===== src/design/gvns_ram.sv =====
`timescale 1ns / 1ps
// ----------------------------------------------------------------------------
// gvns_ram
// Simple dual-port RAM: one write port, one read port with registered data.
// ----------------------------------------------------------------------------
module gvns_ram #(
    parameter int WIDTH = 8,
    parameter int DEPTH = 16
) (
    input  logic                     i_clk,
    input  logic                     i_we,
    input  logic [$clog2(DEPTH)-1:0] i_waddr,
    input  logic [WIDTH-1:0]         i_wdata,
    input  logic [$clog2(DEPTH)-1:0] i_raddr,
    output logic [WIDTH-1:0]         o_rdata
);

    logic [WIDTH-1:0] r_mem [DEPTH];
    logic [WIDTH-1:0] r_rdata;

    always_ff @(posedge i_clk) begin
        if (i_we) begin
            r_mem[i_waddr] <= i_wdata;
        end
        r_rdata <= r_mem[i_raddr];
    end

    assign o_rdata = r_rdata;

endmodule


===== config.mk =====
export PLATFORM = sky130hd
export DESIGN_NAME = gvns_ram
export DESIGN_NICKNAME = d
export VERILOG_FILES = /design/src/design/gvns_ram.sv
export SDC_FILE = /design/constraint.sdc
export NUM_CORES = 1
export LEC_CHECK = 0
export ABC_AREA = 1
export BUFFER_PORTS_ARGS = -buffer_cell sky130_fd_sc_hd__buf_2
export CAP_MARGIN = 15
export CORE_MARGIN = 10
export CORE_UTILIZATION = 30
export CTS_BUF_LIST = sky130_fd_sc_hd__clkbuf_8 sky130_fd_sc_hd__clkbuf_16
export DETAILED_ROUTE_END_ITERATION = 8
export GPL_TIMING_DRIVEN = 0
export PLACE_DENSITY = 0.45
export SYNTH_ARGS = -nofsm -noshare
export SYNTH_HDL_FRONTEND = slang
export SYNTH_SLANG_ARGS = --single-unit

===== constraint.sdc =====
create_clock -name i_clk -period 1.3 [get_ports i_clk]
set_input_delay 0.065 -clock i_clk [delete_from_list [all_inputs] [get_ports i_clk]]
set_output_delay 0.065 -clock i_clk [all_outputs]
set_load 0.03 [all_outputs]

[Word-level counts from Yosys, hierarchy flattened]
Memory sizes are Yosys's and may differ from the RTL's. A register that Yosys moved wholly into a read port is not among the register bits.
Cells that the tools add are included.
Widths: inputs -> output; s select.
Operators by class
  multiplexer cells: 2
Operators with widths (count)
  $mux 1: 2
Storage, ports and cells
  flip-flop bits (word level): 0
  bits in writable memories: 128
  output and inout port bits: 8
  logic and storage cells: 3
  memories kept: 1
Memory list
  r_mem: words 16, bits a word 8, rd ports 1, clocked after memory_dff 1, write ports 1, RTL line 18  | logic [WIDTH-1:0] r_mem [DEPTH];

[Longest topological paths before layout]
  depth in word-level cells: 2
  gate-level depth with buffers: 8
  mapped depth without buffers: 7

[Worst setup path before layout]
No wires, ideal clock.
  path type: input -> register
  start: in i_waddr[2]
  end: mem r_mem[10][0], enable pin
  setup time: 370 ps
  data arrival time: 646 ps
  required time: 930 ps
  slack: 284 ps
  cell stages on the path: 2
  buffers on the path: 0
  path through: nand3b_1 -> nor2_1
RTL lines
  from (decl): RTL line 12  | input logic [$clog2(DEPTH)-1:0] i_waddr,
  to (decl): RTL line 18
No word-level cell before the write port.

[Final worst setup path]
  start: in i_waddr[0]
  end: mem r_mem[12][0], enable pin
No word-level cell before the write port.

==> impl_metrics.py <==
metrics = {
    "min_path": {
        "min-delay-start": "i_wdata[2]",
        "hold_depth": 1,
        "hp-class": "input pin to register",
        "holdPathEnd": "r_mem[1][2]$_DFFE_PP_",
    },
    "timing": {
        "worst_slew_pin_slew_ns": 1.10,
        "finalCritPeriodShare_pct": 89.6,
        "fmax_ghz": 0.859,
        "slew_headroom_pct": 26.2,
        "rsz0062_at_grt": "no",
        "setup_viol": 0,
        "setup_slack_ns": 0.135,
        "skew_ns": 0.00482,
        "drv_slew": 0,
        "final-hold-violation-count": 0,
        "min_period_ns": 1.16,
    },
    "synthesis": {
        "yosysTopAreaCell": "edfxtp_1",
        "synth_seq_cells": 136,
        "yosys_warnings": 0,
        "synth_edf_count": 128,
        "async_reset_ff_share_pct": 0,
        "ys_seq_area_share_pct": 69.4,
        "synth-main-ff-cell": "edfxtp_1",
        "synth_common_cells": "173 x nand2_1, 128 x edfxtp_1, 100 x inv_1, 97 x nand3_1, 17 x nor2_1",
        "synth_cell_type_count": 12,
        "avgSynthCellArea_um2": 10.5,
        "synth.most_common_cell": "nand2_1",
        "yosysTopAreaCellShare_pct": 66.7,
        "netlist_area_um2": 5770,
        "synth_fp_nets": 569,
        "synthCells": 551,
        "ys_top_cells_by_area": "edfxtp_1 67%, nand2_1 11%, nand3_1 8.4%",
    },
    "place": {
        "dp_hpwl_mm": 10.1,
        "placement.io_buffers": 22,
        "place_area_um2": 6200,
        "place_congestion": 0.799,
        "post-place-ws_ns": -0.323,
    },
    "floorplan": {
        "start_util_pct": 30.6,
        "chipHeight_um": 159,
        "std_cell_rows": 50,
        "die_area_um2": 25200,
        "ios": 26,
        "coreArea_um2": 18800,
        "fp.dieW_um": 159,
    },
    "routing": {
        "wl_mm": 15.5,
        "vias": 3738,
        "first_iter_violations": 332,
        "ant_nets": 0,
        "avgViaCountPerCell": 4.32,
        "routedWlPerCell_um": 18.0,
        "first_pass_iters": 5,
        "drc_errors": 0,
    },
    "power": {
        "pwr-share-comb_pct": 6.6,
        "clock_power_share_pct": 47.5,
        "switchingPower_mw": 2.43,
        "seqPwrFrac_pct": 45.9,
        "finalPower_mw": 10.7,
        "peakVddDrop_v": 0.000898,
        "power.leakage_nw": 2.91,
        "intPower_mw": 8.30,
        "powerDensity_nw_per_um2": 1570,
        "swShare_pct": 22.6,
    },
    "finish": {
        "nets": 610,
        "drive_gt1_share_pct": 12.9,
        "final_core_util_pct": 36.3,
        "fillers": 1856,
        "area_growth_pct": 18.4,
        "antenna_cells": 0,
        "final_area_um2": 6830,
    },
    "cts": {
        "cts_setup_buffers": 0,
        "cts-hold-fix-buffers": 0,
        "numCtsBuffers": 17,
        "clock-sinks": 136,
        "cts_resized": 0,
        "clkLatencyLatePin_ns": 0.42,
        "clk_pin_slew_ns": 0.06,
        "cts_tree": "yes",
        "clk_path_buf_depth": 2,
        "cts-htree-levels": 4,
        "root_buffer": "clkbuf_16",
    },
    "global_routing": {
        "antenna_found_initial": 0,
        "grt_overflow": 0,
        "grt_max_degree": 17,
        "grt_pass1_wl_mm": 22.9,
        "grt_pass1_vias": 3613,
        "track_usage_pct": 12.9,
    },
    "worst_setup_path": {
        "reg2reg_to": "o_rdata[3]$_DFF_P_",
        "critPathKind": "input pin to register",
        "worstPathArrival_ns": 1.20,
        "crit_required_ns": 1.34,
        "rrSetupSlack_ns": 0.26,
        "cp_cell_sequence": "buf_2 -> inv_1 -> nand2_1 -> nor2_1",
        "r2r_cells": 6,
        "crit_path_top_delay_cell": "nor2_1",
        "cp-start-kind": "input pin",
        "timing.rr.start": "r_mem[1][3]$_DFFE_PP_",
        "crit_path_max_incr_delay_ns": 0.86,
        "worstPathMaxFanout": 8,
        "crit_path_end_kind": "register",
    },
    "outcome": {
        "run_status": "finished, final reports clean",
    },
    "job": {
        "cap_violations": 0,
    },
}
==> sequential cells by signal, summed over array words and instances, names as in the netlist <==
| name | flops |
|---|---|
| o_rdata | 8 |
| r_mem | 128 |
==> layout by cell type, fill, tap and decap left out <==
cell type and count:
nand3b_1 2, clkinv_2 2, inv_1 100, buf_1 1, nor2_1 17, clkbuf_16 17, buf_6 6, edfxtp_1 128
buf_4 4, inv_6 3, inv_2 2, dfxtp_1 8, clkinv_1 1, bufinv_16 4, buf_2 35, nand3_1 97
nand2_1 173, clkinvlp_4 3, clkinv_4 2
==> kinds of logic after synthesis <==
family	synth area share, %
DFF	69.4
and+or+nand+nor	21.0
buffers and inverters	9.52
==> worst max-delay path by stage <==
stage	startpoint	to	slack (ns)	depth (start not counted)
after floorplan	i_waddr[2]	r_mem[10][0]$_DFFE_PP_	0.28	2
after global placement	i_waddr[3]	r_mem[6][3]$_DFFE_PP_	-0.30	3
after CTS	i_waddr[3]	r_mem[7][0]$_DFFE_PP_	0.12	3
final	i_waddr[0]	r_mem[12][0]$_DFFE_PP_	0.14	4
after global routing	i_waddr[3]	r_mem[4][4]$_DFFE_PP_	0.04	3
after detailed placement	i_waddr[3]	r_mem[7][0]$_DFFE_PP_	-0.32	3
==> worst max-delay path: cells and delay by family <==
kind                   cells  cell delay, ns
buffers and inverters      2            0.17
AND/OR/NAND/NOR            2            0.96
==> power groups by stage <==
stage	Sequential [mW]	Clock (mW)	Combinational, mW
floorplan	5.07	0	0.346
global placement	5.02	0	0.710
detailed placement	5.02	0	0.714
CTS	4.92	5.17	0.717
global route	4.93	5.38	0.779
finish	4.92	5.10	0.707
==> layer usage <==
| metal | wire length (µm) | GRT usage, % | vias up |
|---|---|---|---|
| met5 | 0 | 0 | - |
| met4 | 257 | 5.43 | 0 |
| met3 | 594 | 3.08 | 15 |
| met2 | 7370 | 20.1 | 87 |
| met1 | 7320 | 17.0 | 1783 |
| li1 | - | - | 1853 |
==> metrics by stage <==
| step | TNS (ns) | std cells | hold slack [ns] |
|---|---|---|---|
| after global placement | -23.87 | 833 | 0.493 |
| after detailed placement | -25.89 | 833 | 0.503 |
| after CTS | 0 | 865 | 0.0566 |
| final | 0 | 865 | 0.0594 |
| after floorplan | 0 | 551 | 0.164 |
| after global routing | 0 | 865 | 0.0534 |
==> layout make-up <==
class,instances,area (µm²),share of cell area [%]
flip-flops and latches,136,4000,58.6
multi-input cells,289,1210,17.8
repair buffers,22,110,1.61
clock inverters,15,200,2.93
plain buffers,24,166,2.44
clock buffers,17,425,6.23
well taps,260,325,4.76
inverters,102,383,5.61
(Power assumes the default switching activity.)
