<file path="src/design/gvns_pkg.sv">
`timescale 1ns / 1ps
// ----------------------------------------------------------------------------
// gvns_pkg
// Shared widths, codes and types of the grid vertex normal smoother.
// ----------------------------------------------------------------------------
package gvns_pkg;

    localparam int COORD_W = 32;
    localparam int NORM_W  = 18;
    localparam int ACC_W   = 34;

    localparam logic [1:0] MODE_WRITE   = 2'd0;
    localparam logic [1:0] MODE_COMPUTE = 2'd1;
    localparam logic [1:0] MODE_READ    = 2'd2;

    localparam logic [1:0] STAT_READ    = 2'd0;
    localparam logic [1:0] STAT_DONE    = 2'd1;
    localparam logic [1:0] STAT_ONE_ROW = 2'd2;
    localparam logic [1:0] STAT_ZERO    = 2'd3;

    localparam logic [1:0] CFG_ROWS  = 2'd0;
    localparam logic [1:0] CFG_COLS  = 2'd1;
    localparam logic [1:0] CFG_SEAM  = 2'd2;
    localparam logic [1:0] CFG_LIMIT = 2'd3;

    localparam logic [5:0]  RST_ROWS  = 6'd2;
    localparam logic [5:0]  RST_COLS  = 6'd2;
    localparam logic [5:0]  RST_SEAM  = 6'd0;
    localparam logic [15:0] RST_LIMIT = 16'd66;

    typedef logic signed [63:0] t_s64;
    typedef logic signed [31:0] t_s32;

    typedef struct packed {
        logic start;
        logic frac_hi;
    } t_unit_req;

endpackage

</file>
<file path="src/design/gvns_unit.sv">
`timescale 1ns / 1ps
// ----------------------------------------------------------------------------
// gvns_unit
// Vector normalizer: scales a 3-vector so its largest magnitude tops out at
// bit 30, takes the integer square root of the sum of squares and divides
// each component by it, one bit per cycle.
// ----------------------------------------------------------------------------
module gvns_unit import gvns_pkg::*; (
    input  logic      i_clk,
    input  logic      i_rst_n,
    input  t_unit_req i_req,
    input  t_s64      i_vec [3],
    output logic      o_done,
    output t_s32      o_res [3]
);

    localparam logic [2:0] U_IDLE = 3'd0;
    localparam logic [2:0] U_NORM = 3'd1;
    localparam logic [2:0] U_SQ   = 3'd2;
    localparam logic [2:0] U_SQRT = 3'd3;
    localparam logic [2:0] U_DSET = 3'd4;
    localparam logic [2:0] U_DIV  = 3'd5;

    logic [2:0]  r_state;
    logic        r_done;
    logic [63:0] r_a [3];
    logic [2:0]  r_neg;
    logic        r_frac_hi;
    logic [4:0]  r_cnt;
    logic [1:0]  r_k;
    logic [63:0] r_prod;
    logic [63:0] r_sum;
    logic [63:0] r_root;
    logic [34:0] r_rem;
    logic [30:0] r_num;
    logic [30:0] r_q;
    t_s32        r_res [3];

    logic [63:0] w_or;
    logic [30:0] w_ak;
    logic [63:0] w_bit;
    logic [63:0] w_try;
    logic [61:0] n_num;
    logic [34:0] w_rem2;
    logic        w_ge;
    logic [30:0] n_q;
    t_s32        w_mag;

    always_comb begin
        w_or = r_a[0] | r_a[1] | r_a[2];
        unique case (r_k)
            2'd0:    w_ak = r_a[0][30:0];
            2'd1:    w_ak = r_a[1][30:0];
            default: w_ak = r_a[2][30:0];
        endcase
        w_bit = 64'd1 << {r_cnt, 1'b0};
        w_try = r_root + w_bit;
        if (r_frac_hi) begin
            n_num = 62'({w_ak, 30'd0}) + 62'(r_root >> 1);
        end else begin
            n_num = 62'({w_ak, 16'd0}) + 62'(r_root >> 1);
        end
        w_rem2 = {r_rem[33:0], r_num[r_cnt]};
        w_ge   = w_rem2 >= 35'(r_root);
        n_q    = {r_q[29:0], w_ge};
        w_mag  = {1'b0, n_q};
    end

    always_ff @(posedge i_clk) begin
        if (!i_rst_n) begin
            r_state <= U_IDLE;
            r_done  <= 1'b0;
        end else begin
            r_done <= 1'b0;
            unique case (r_state)
                U_IDLE: begin
                    if (i_req.start) begin
                        r_frac_hi <= i_req.frac_hi;
                        for (int k = 0; k < 3; k++) begin
                            r_neg[k] <= i_vec[k] < 0;
                            r_a[k]   <= (i_vec[k] < 0) ? 64'(-i_vec[k]) : 64'(i_vec[k]);
                        end
                        if (i_vec[0] == 0 && i_vec[1] == 0 && i_vec[2] == 0) begin
                            for (int k = 0; k < 3; k++) begin
                                r_res[k] <= '0;
                            end
                            r_done <= 1'b1;
                        end else begin
                            r_state <= U_NORM;
                        end
                    end
                end
                U_NORM: begin
                    // walk the common scale until the top bit lands on bit 30
                    if (w_or[63:31] != '0) begin
                        for (int k = 0; k < 3; k++) begin
                            r_a[k] <= r_a[k] >> 1;
                        end
                    end else if (w_or[63:30] == '0) begin
                        for (int k = 0; k < 3; k++) begin
                            r_a[k] <= r_a[k] << 1;
                        end
                    end else begin
                        r_k     <= 2'd0;
                        r_sum   <= '0;
                        r_state <= U_SQ;
                    end
                end
                U_SQ: begin
                    r_prod <= 64'(w_ak * w_ak);
                    if (r_k != 2'd0) begin
                        r_sum <= r_sum + r_prod;
                    end
                    r_k <= r_k + 2'd1;
                    if (r_k == 2'd3) begin
                        r_cnt   <= 5'd31;
                        r_root  <= '0;
                        r_state <= U_SQRT;
                    end
                end
                U_SQRT: begin
                    if (r_sum >= w_try) begin
                        r_sum  <= r_sum - w_try;
                        r_root <= (r_root >> 1) + w_bit;
                    end else begin
                        r_root <= r_root >> 1;
                    end
                    r_cnt <= r_cnt - 5'd1;
                    if (r_cnt == 5'd0) begin
                        r_k     <= 2'd0;
                        r_state <= U_DSET;
                    end
                end
                U_DSET: begin
                    r_rem   <= 35'(n_num[61:31]);
                    r_num   <= n_num[30:0];
                    r_q     <= '0;
                    r_cnt   <= 5'd30;
                    r_state <= U_DIV;
                end
                U_DIV: begin
                    r_rem <= w_ge ? (w_rem2 - 35'(r_root)) : w_rem2;
                    r_q   <= n_q;
                    r_cnt <= r_cnt - 5'd1;
                    if (r_cnt == 5'd0) begin
                        r_res[r_k] <= r_neg[r_k] ? -w_mag : w_mag;
                        r_k        <= r_k + 2'd1;
                        if (r_k == 2'd2) begin
                            r_done  <= 1'b1;
                            r_state <= U_IDLE;
                        end else begin
                            r_state <= U_DSET;
                        end
                    end
                end
                default: r_state <= U_IDLE;
            endcase
        end
    end

    assign o_done = r_done;
    assign o_res  = r_res;

endmodule

</file>
<file path="config.mk">
export PLATFORM = sky130hd
export DESIGN_NAME = gvns_unit
export DESIGN_NICKNAME = d
export VERILOG_FILES = /design/src/design/gvns_pkg.sv /design/src/design/gvns_unit.sv
export SDC_FILE = /design/constraint.sdc
export NUM_CORES = 2
export LEC_CHECK = 0
export BUFFER_PORTS_ARGS = -buffer_cell sky130_fd_sc_hd__buf_2
export CAP_MARGIN = 20
export CORE_ASPECT_RATIO = 0.5
export CORE_MARGIN = 2
export CORE_UTILIZATION = 61
export DETAILED_ROUTE_END_ITERATION = 6
export MAX_ROUTING_LAYER = met4
export PLACE_DENSITY = 0.9
export SLEW_MARGIN = 20
export SYNTH_ARGS = -nofsm -noshare
export SYNTH_HDL_FRONTEND = slang
export SYNTH_SLANG_ARGS = --single-unit
</file>
<file path="constraint.sdc">
create_clock -name i_clk -period 17 [get_ports i_clk]
set_input_delay 1.7 -clock i_clk [delete_from_list [all_inputs] [get_ports i_clk]]
set_output_delay 1.7 -clock i_clk [all_outputs]
set_load 0.1 [all_outputs]
</file>
# After elaboration in Yosys (flattened, before gate mapping)
# Memory sizes are Yosys's and may differ from the RTL's.
# Index checks and enable logic that the tools add are counted.
# Widths: inputs -> output; s select.
[totals] reg_bits=396 latchBits=0 ramBits=192 rom_bits=0 inputBits=196 wordCells=164 mem_count=1
[memory_table] memory="r_a" depth=3 word_bits=64 read_ports=3 rd_ports_with_merged_regs=0 write_ports=3 line="gvns_unit.sv:26" text="logic [63:0] r_a [3];"
[op_classes] n_addsub=13 mul=1 div=0 magnitude_cmp=9 eq_ne=18 shift=1 muxes=68 bitwise_logic=9 n_reduce_logical=29
[op_table] operator="$mux 64" count=15
[op_table] operator="$mux 96" count=3
[op_table] operator="$logic_not 64->1" count=3
[op_table] operator="$lt 64x1->1 const B" count=3
[op_table] operator="$neg 64->64" count=3
[op_table] operator="$pmux 64 s3" count=1
[op_table] operator="$pmux 96 s2" count=1
[op_table] operator="$or 64x64->64" count=2
[op_table] operator="$pmux 64 s2" count=1
[op_table] operator="$bwmux 96" count=1
[op_table] operator="$pmux 34 s2" count=1
[op_table] operator="$add 63x64->64" count=1
[op_table] operator="$add 64x62->64" count=1
[op_table] operator="$add 64x64->64" count=1
[op_table] operator="$demux 32 s2" count=1
[op_table] operator="$ge 64x64->1" count=1
[op_table] operator="$mux 32" count=2
[op_table] operator="$shl 1x6->64 const A" count=1
[op_table] operator="$sub 64x64->64" count=1
[op_table] operator="$add 47x62->62" count=1
[op_table] operator="$add 61x62->62" count=1
[op_table] operator="$mul 31x31->62" count=1
[op_table] operator="$mux 62" count=1
[op_table] operator="$pmux 31 s2" count=1
[op_table] operator="other kinds (44)" count=100

# Logic depth before layout (Yosys ltp)
# An unclocked memory read counts as a cell.
[depth] depth_word=10 mapped_depth=37

# Worst setup path before layout
# OpenSTA, ideal clock, no wires.
[synth_timing] kind="reg2reg" start="register r_cnt[0]" end="register r_sum[0] (enable)" setup_time_ns=0.565 t_arrival_ns=9.967 path_slack_ns=6.468 stages_incl_launch_ff=33 n_path_buf=3 period_less_slack_ns=10.532 cell_sequence="edfxtp_1 buf_1 inv_1 ha_1 nand2b_1 or2_2 inv_1 ha_1 ha_1 a21o_1 a31o_2 a211oi_1 o31ai_1 a31o_2 a21oi_1 nor3_1 nor3_1 o21ai_0 nand2_1 xor2_1 ha_1 clkbuf_1 and4_1 and3_1 nand2_1 nor2_1 o22a_1 o21bai_1 nand2_1 clkbuf_1 nand2_1 a21oi_1 nor3_1"
[synth_via] elab_chain_len=5
[synth_rtl] item="from (decl)" line="gvns_unit.sv:29" text="logic [4:0] r_cnt;"
[synth_rtl] item="from (signal assigned)" line="gvns_unit.sv:128" text="r_cnt <= r_cnt - 5'd1;"
[synth_rtl] item="from (signal assigned)" line="gvns_unit.sv:144" text="r_cnt <= r_cnt - 5'd1;"
[synth_rtl] item="$shl 1x6->64" line="gvns_unit.sv:56" text="w_bit = 64'd1 << {r_cnt, 1'b0};"
[synth_rtl] item="$add 64x64->64" line="gvns_unit.sv:57" text="w_try = r_root + w_bit;"
[synth_rtl] item="$ge 64x64->1" line="gvns_unit.sv:122" text="if (r_sum >= w_try) begin"
[synth_rtl] item="$ne 2x2->1 (no line)"
[synth_rtl] item="$reduce_and 6->1 (no line)"
[synth_rtl] item="to (signal assigned)" line="gvns_unit.sv:112" text="r_sum <= r_sum + r_prod;"
[synth_rtl] item="to (signal assigned)" line="gvns_unit.sv:123" text="r_sum <= r_sum - w_try;"
[synth_rtl] item="to (decl)" line="gvns_unit.sv:32" text="logic [63:0] r_sum;"
# Every way passes these cells.
# A chain may end at the register's enable or synchronous reset.

# Worst setup path after layout
[layout_timing] start="register r_k[0]" end="register r_prod[59] (data pin)"
[layout_via] elab_chain_len=3
[layout_rtl] item="from (decl)" line="gvns_unit.sv:30" text="logic [1:0] r_k;"
[layout_rtl] item="from (signal assigned)" line="gvns_unit.sv:114" text="r_k <= r_k + 2'd1;"
[layout_rtl] item="from (signal assigned)" line="gvns_unit.sv:147" text="r_k <= r_k + 2'd1;"
[layout_rtl] item="$eq 2x1->1 or $logic_not 2->1 (tied branches)" line="gvns_unit.sv:51" text="unique case (r_k)"
[layout_rtl] item="$pmux 31 s2 (*)" line="gvns_unit.sv:51"
[layout_rtl] item="$mul 31x31->62 (*)" line="gvns_unit.sv:110" text="r_prod <= 64'(w_ak * w_ak);"
[layout_rtl] item="to (signal assigned)" line="gvns_unit.sv:110"
[layout_rtl] item="to (decl)" line="gvns_unit.sv:31" text="logic [63:0] r_prod;"
# Mark *: on every way between the ends. The rest lies on a longest branch, timed or not.

==> tab_implementation.tex <==
\begin{tabular}{lr}
\hline
Metric & Value \\
\hline
\multicolumn{2}{l}{\textbf{Outcome}} \\
Run status & completed \\
\multicolumn{2}{l}{\textbf{Synthesis}} \\
Synthesized-area fraction occupied by adder cells & 29.84\% \\
Number of synthesized register bits & 587 \\
Number of distinct library cells after synthesis & 98 \\
Synth Area in XOR/XNOR & 7.237\% \\
Complex-gate fraction of the synthesized area & 16.89\% \\
Leading cell type by number of instances after synthesis & inv\_1 \\
Ys async rst share & 0\% \\
Fraction of the mapped netlist area in simple logic gates & 14.31\% \\
Yosys top cell by area & edfxtp\_1 \\
Dominant synthesized flop cell & edfxtp\_1 \\
Post-Syn Instances & 8,283 \\
Synth top area share & 23.64\% \\
Post-synthesis instance area & 74,060 um\^{}2 \\
Number of enable-type register cells in the synthesized netlist & 583 \\
Top cell types by occurrence after synthesis & inv\_1 (1,047), nor2\_1 (826), nand2\_1 (790) \\
Syn. warnings & 0 \\
Net Count, Synth & 9,794 \\
Post-synthesis area per instance & 8.942 um\^{}2 \\
Sequential share of the synthesized area & 23.75\% \\
Combinational family with the most area after synthesis & adder cells \\
Cells taking the most area after synthesis & edfxtp\_1 (24\%), fa\_1 (20\%), ha\_1 (9.5\%) \\
Multiplexer share of the synthesized area & 0.5930\% \\
\multicolumn{2}{l}{\textbf{STA}} \\
Total count of max-transition violations in the final report & 0 \\
Fmax achieved & 85.17 MHz \\
Hold Slack & 571.3 ps \\
Final critical delay including setup and external delays & 11,740 ps \\
Period utilization & 69.06\% \\
Worst-margin pin slew & 1242 ps \\
Unrepaired setup endpoints after global routing & no \\
Final Hold Vio Count & 0 \\
Max-slew headroom & 17.21\% \\
Post-route setup TNS & 0 ps \\
Worst setup skew after layout & 36.86 ps \\
Endpoints failing setup & 0 \\
\multicolumn{2}{l}{\textbf{GRT}} \\
First-pass GRT wire length & 356,600 um \\
Global route overflow & 0 \\
Maximum number of pins on one net before global-route repair & 124 \\
Vias in the first global route & 63,311 \\
Initial antenna violation count & 27 \\
Gr usage total & 38.14\% \\
\multicolumn{2}{l}{\textbf{Floorplanning}} \\
Initial Utilization & 61.47\% \\
Overall die width & 496.8 um \\
Height of the chip & 250.4 um \\
Row count & 90 \\
Die Area & 124,400 um\^{}2 \\
Number of top-level pins & 293 \\
Placeable core region & 120,500 um\^{}2 \\
\multicolumn{2}{l}{\textbf{Hold path}} \\
WHS Endpoint & r\_a[0][1] \\
Worst hold path stage count & 2 \\
Min-Delay Startpoint & r\_a[0][0] \\
Type of the tightest min-delay check & reg -> reg \\
\multicolumn{2}{l}{\textbf{Setup path}} \\
FF-to-FF Start & r\_k[0] \\
WS Path Type & reg -> reg \\
Worst-path fanout max & 31 \\
Number of cells on the worst reg-to-reg path & 29 \\
Capturing element type of the critical path & flop \\
Endpoint of the lowest-slack register-to-register path & r\_prod[59] \\
Arr. time, crit path & 12,260 ps \\
Longest individual stage delay on the worst path & 1190 ps \\
Dominant cell type by count on the critical path & fa\_1 \\
Critical Path Source Type & flop \\
Critical-path top delay cell & clkinv\_1 \\
Register-to-register setup slack & 5260 ps \\
Data required time of the critical path & 17,520 ps \\
\multicolumn{2}{l}{\textbf{Clock network}} \\
Total of cells resized after clock tree synthesis & 0 \\
H-tree depth & 2 \\
TritonCTS clock tree & done \\
Insertion delay of the later-clocked pin in the worst-skew pair & 700 ps \\
Post-CTS Repair Setup Buffers & 0 \\
Post-cts hold buffer count & 0 \\
Count of clock tree sinks & 587 \\
Clock transition time at the flip-flop clock pins of the worst setup and hold paths & 70 ps \\
Total CTS buffers & 58 \\
Buffer cell driving the clock tree root & clkbuf\_16 \\
Clock tree buffer depth & 3 \\
\multicolumn{2}{l}{\textbf{Place}} \\
Count of input and output buffers & 292 \\
DPL Wire Length & 180,900 um \\
Final weighted congestion in routability-driven placement & 1.069 \\
\multicolumn{2}{l}{\textbf{Route}} \\
Wire length reported by the detailed router & 234,300 um \\
Count of vias placed by the detailed router & 65,076 \\
Vias per inst & 6.487 \\
First-pass iteration count of the detailed router & 7 \\
Average wire per standard cell & 23.35 um \\
Residual antenna-violating net count after detailed routing & 0 \\
First DRT Iteration DRCs & 8,666 \\
DRC Markers & 0 \\
\multicolumn{2}{l}{\textbf{Finish}} \\
Proportion of layout cells with a drive suffix above 1 & 7.297\% \\
NumNets Final & 9,851 \\
Area added between synthesis and finish & 6.757\% \\
\multicolumn{2}{l}{\textbf{Run}} \\
Max-cap violations & 0 \\
\hline
\end{tabular}
registers in the layout, summed over array words and instances (netlist names), 5 cells and up:
name	cells
r_q	30
r_sum	64
r_num	31
r_rem	34
r_root	64
r_prod	61
r_a	192
r_cnt	5
o_res	96
cells in the final DEF, fill, tap and decap left out, drive strengths merged, types with 54 or more instances in the layout:
cell,Yosys,routed
a211oi,223,223
a21o,215,215
a21oi,488,488
a31oi,117,117
and3,86,86
buf,40,385
clkbuf,347,63
edfxtp,583,583
fa,752,752
ha,563,563
inv,1047,1051
nand2,792,792
nand3,119,119
nand4,82,82
nor2,828,828
nor3,79,79
nor4,54,54
o21ai,394,394
o21bai,69,69
o22ai,70,70
o31ai,67,67
or3,64,64
xnor2,263,263
xor2,349,349
worst max path at each step:
stage,start,to,slack [ps],depth (start not counted)
floorplan,r_cnt[0],r_sum[0],6470,32
global placement,r_k[0],r_prod[59],6040,30
detailed placement,r_k[0],r_prod[59],5730,30
CTS,r_k[0],r_prod[59],5740,31
global route,r_k[0],r_prod[59],4890,31
finish,r_k[0],r_prod[59],5260,29
per-stage QoR:
step / worst slack [ps] / cells / cell area (um^2) / utilization, %
3_3_place_gp: 6036 / 9888 / 76890 / 63.81
4_1_cts: 5736 / 9995 / 78900 / 65.48
3_5_place_dp: 5732 / 9888 / 76890 / 63.81
5_1_grt: 4885 / 10023 / 79050 / 65.60
6_report: 5259 / 10032 / 79070 / 65.62
2_1_floorplan: 6468 / 8283 / 74060 / -
layer usage:
| metal | global-route usage (%) | share of wire (%) | vias up |
|---|---|---|---|
| met5 | - | 0 | - |
| met4 | 19.53 | 6.4 | 0 |
| met3 | 11.26 | 14 | 981 |
| met2 | 56.67 | 44 | 4319 |
| met1 | 47.31 | 36 | 31180 |
| li1 | - | - | 28596 |
worst max-delay path: cells and delay by family, from the launching register on:
family / cells / cell delay [ps]
AO/OA/AOI/OAI: 12 / 3850
buffers and inverters: 4 / 1830
flip-flops: 1 / 500
adder cells (fa/ha/maj): 10 / 4390
AND/OR/NAND/NOR: 3 / 950
cells by family (layout without fill, tap and decap cells):
kind of cell,count (synthesis),in the layout
AND/OR/NAND/NOR,2344,2344
other,0,35
AO/OA/AOI/OAI,1948,1948
flip-flops,587,587
XOR/XNOR,612,612
buffers and inverters,1445,1549
multiplexers,32,32
adder cells (fa/ha/maj),1315,1315
final cells by class:
class | count | area, um^2
diodes | 35 | 87.58
clock buffers | 63 | 1491
clock inverters | 44 | 523.0
fillers | 9334 | 41420
inverters | 1057 | 3968
multi-input cells | 6251 | 51190
flip-flops and latches | 587 | 17590
well taps | 1610 | 2014
repair buffers | 385 | 2212
Power is left out: the tool's default activity adds up to more than one toggle a clock period on the data nets, which glitch-free logic cannot reach.
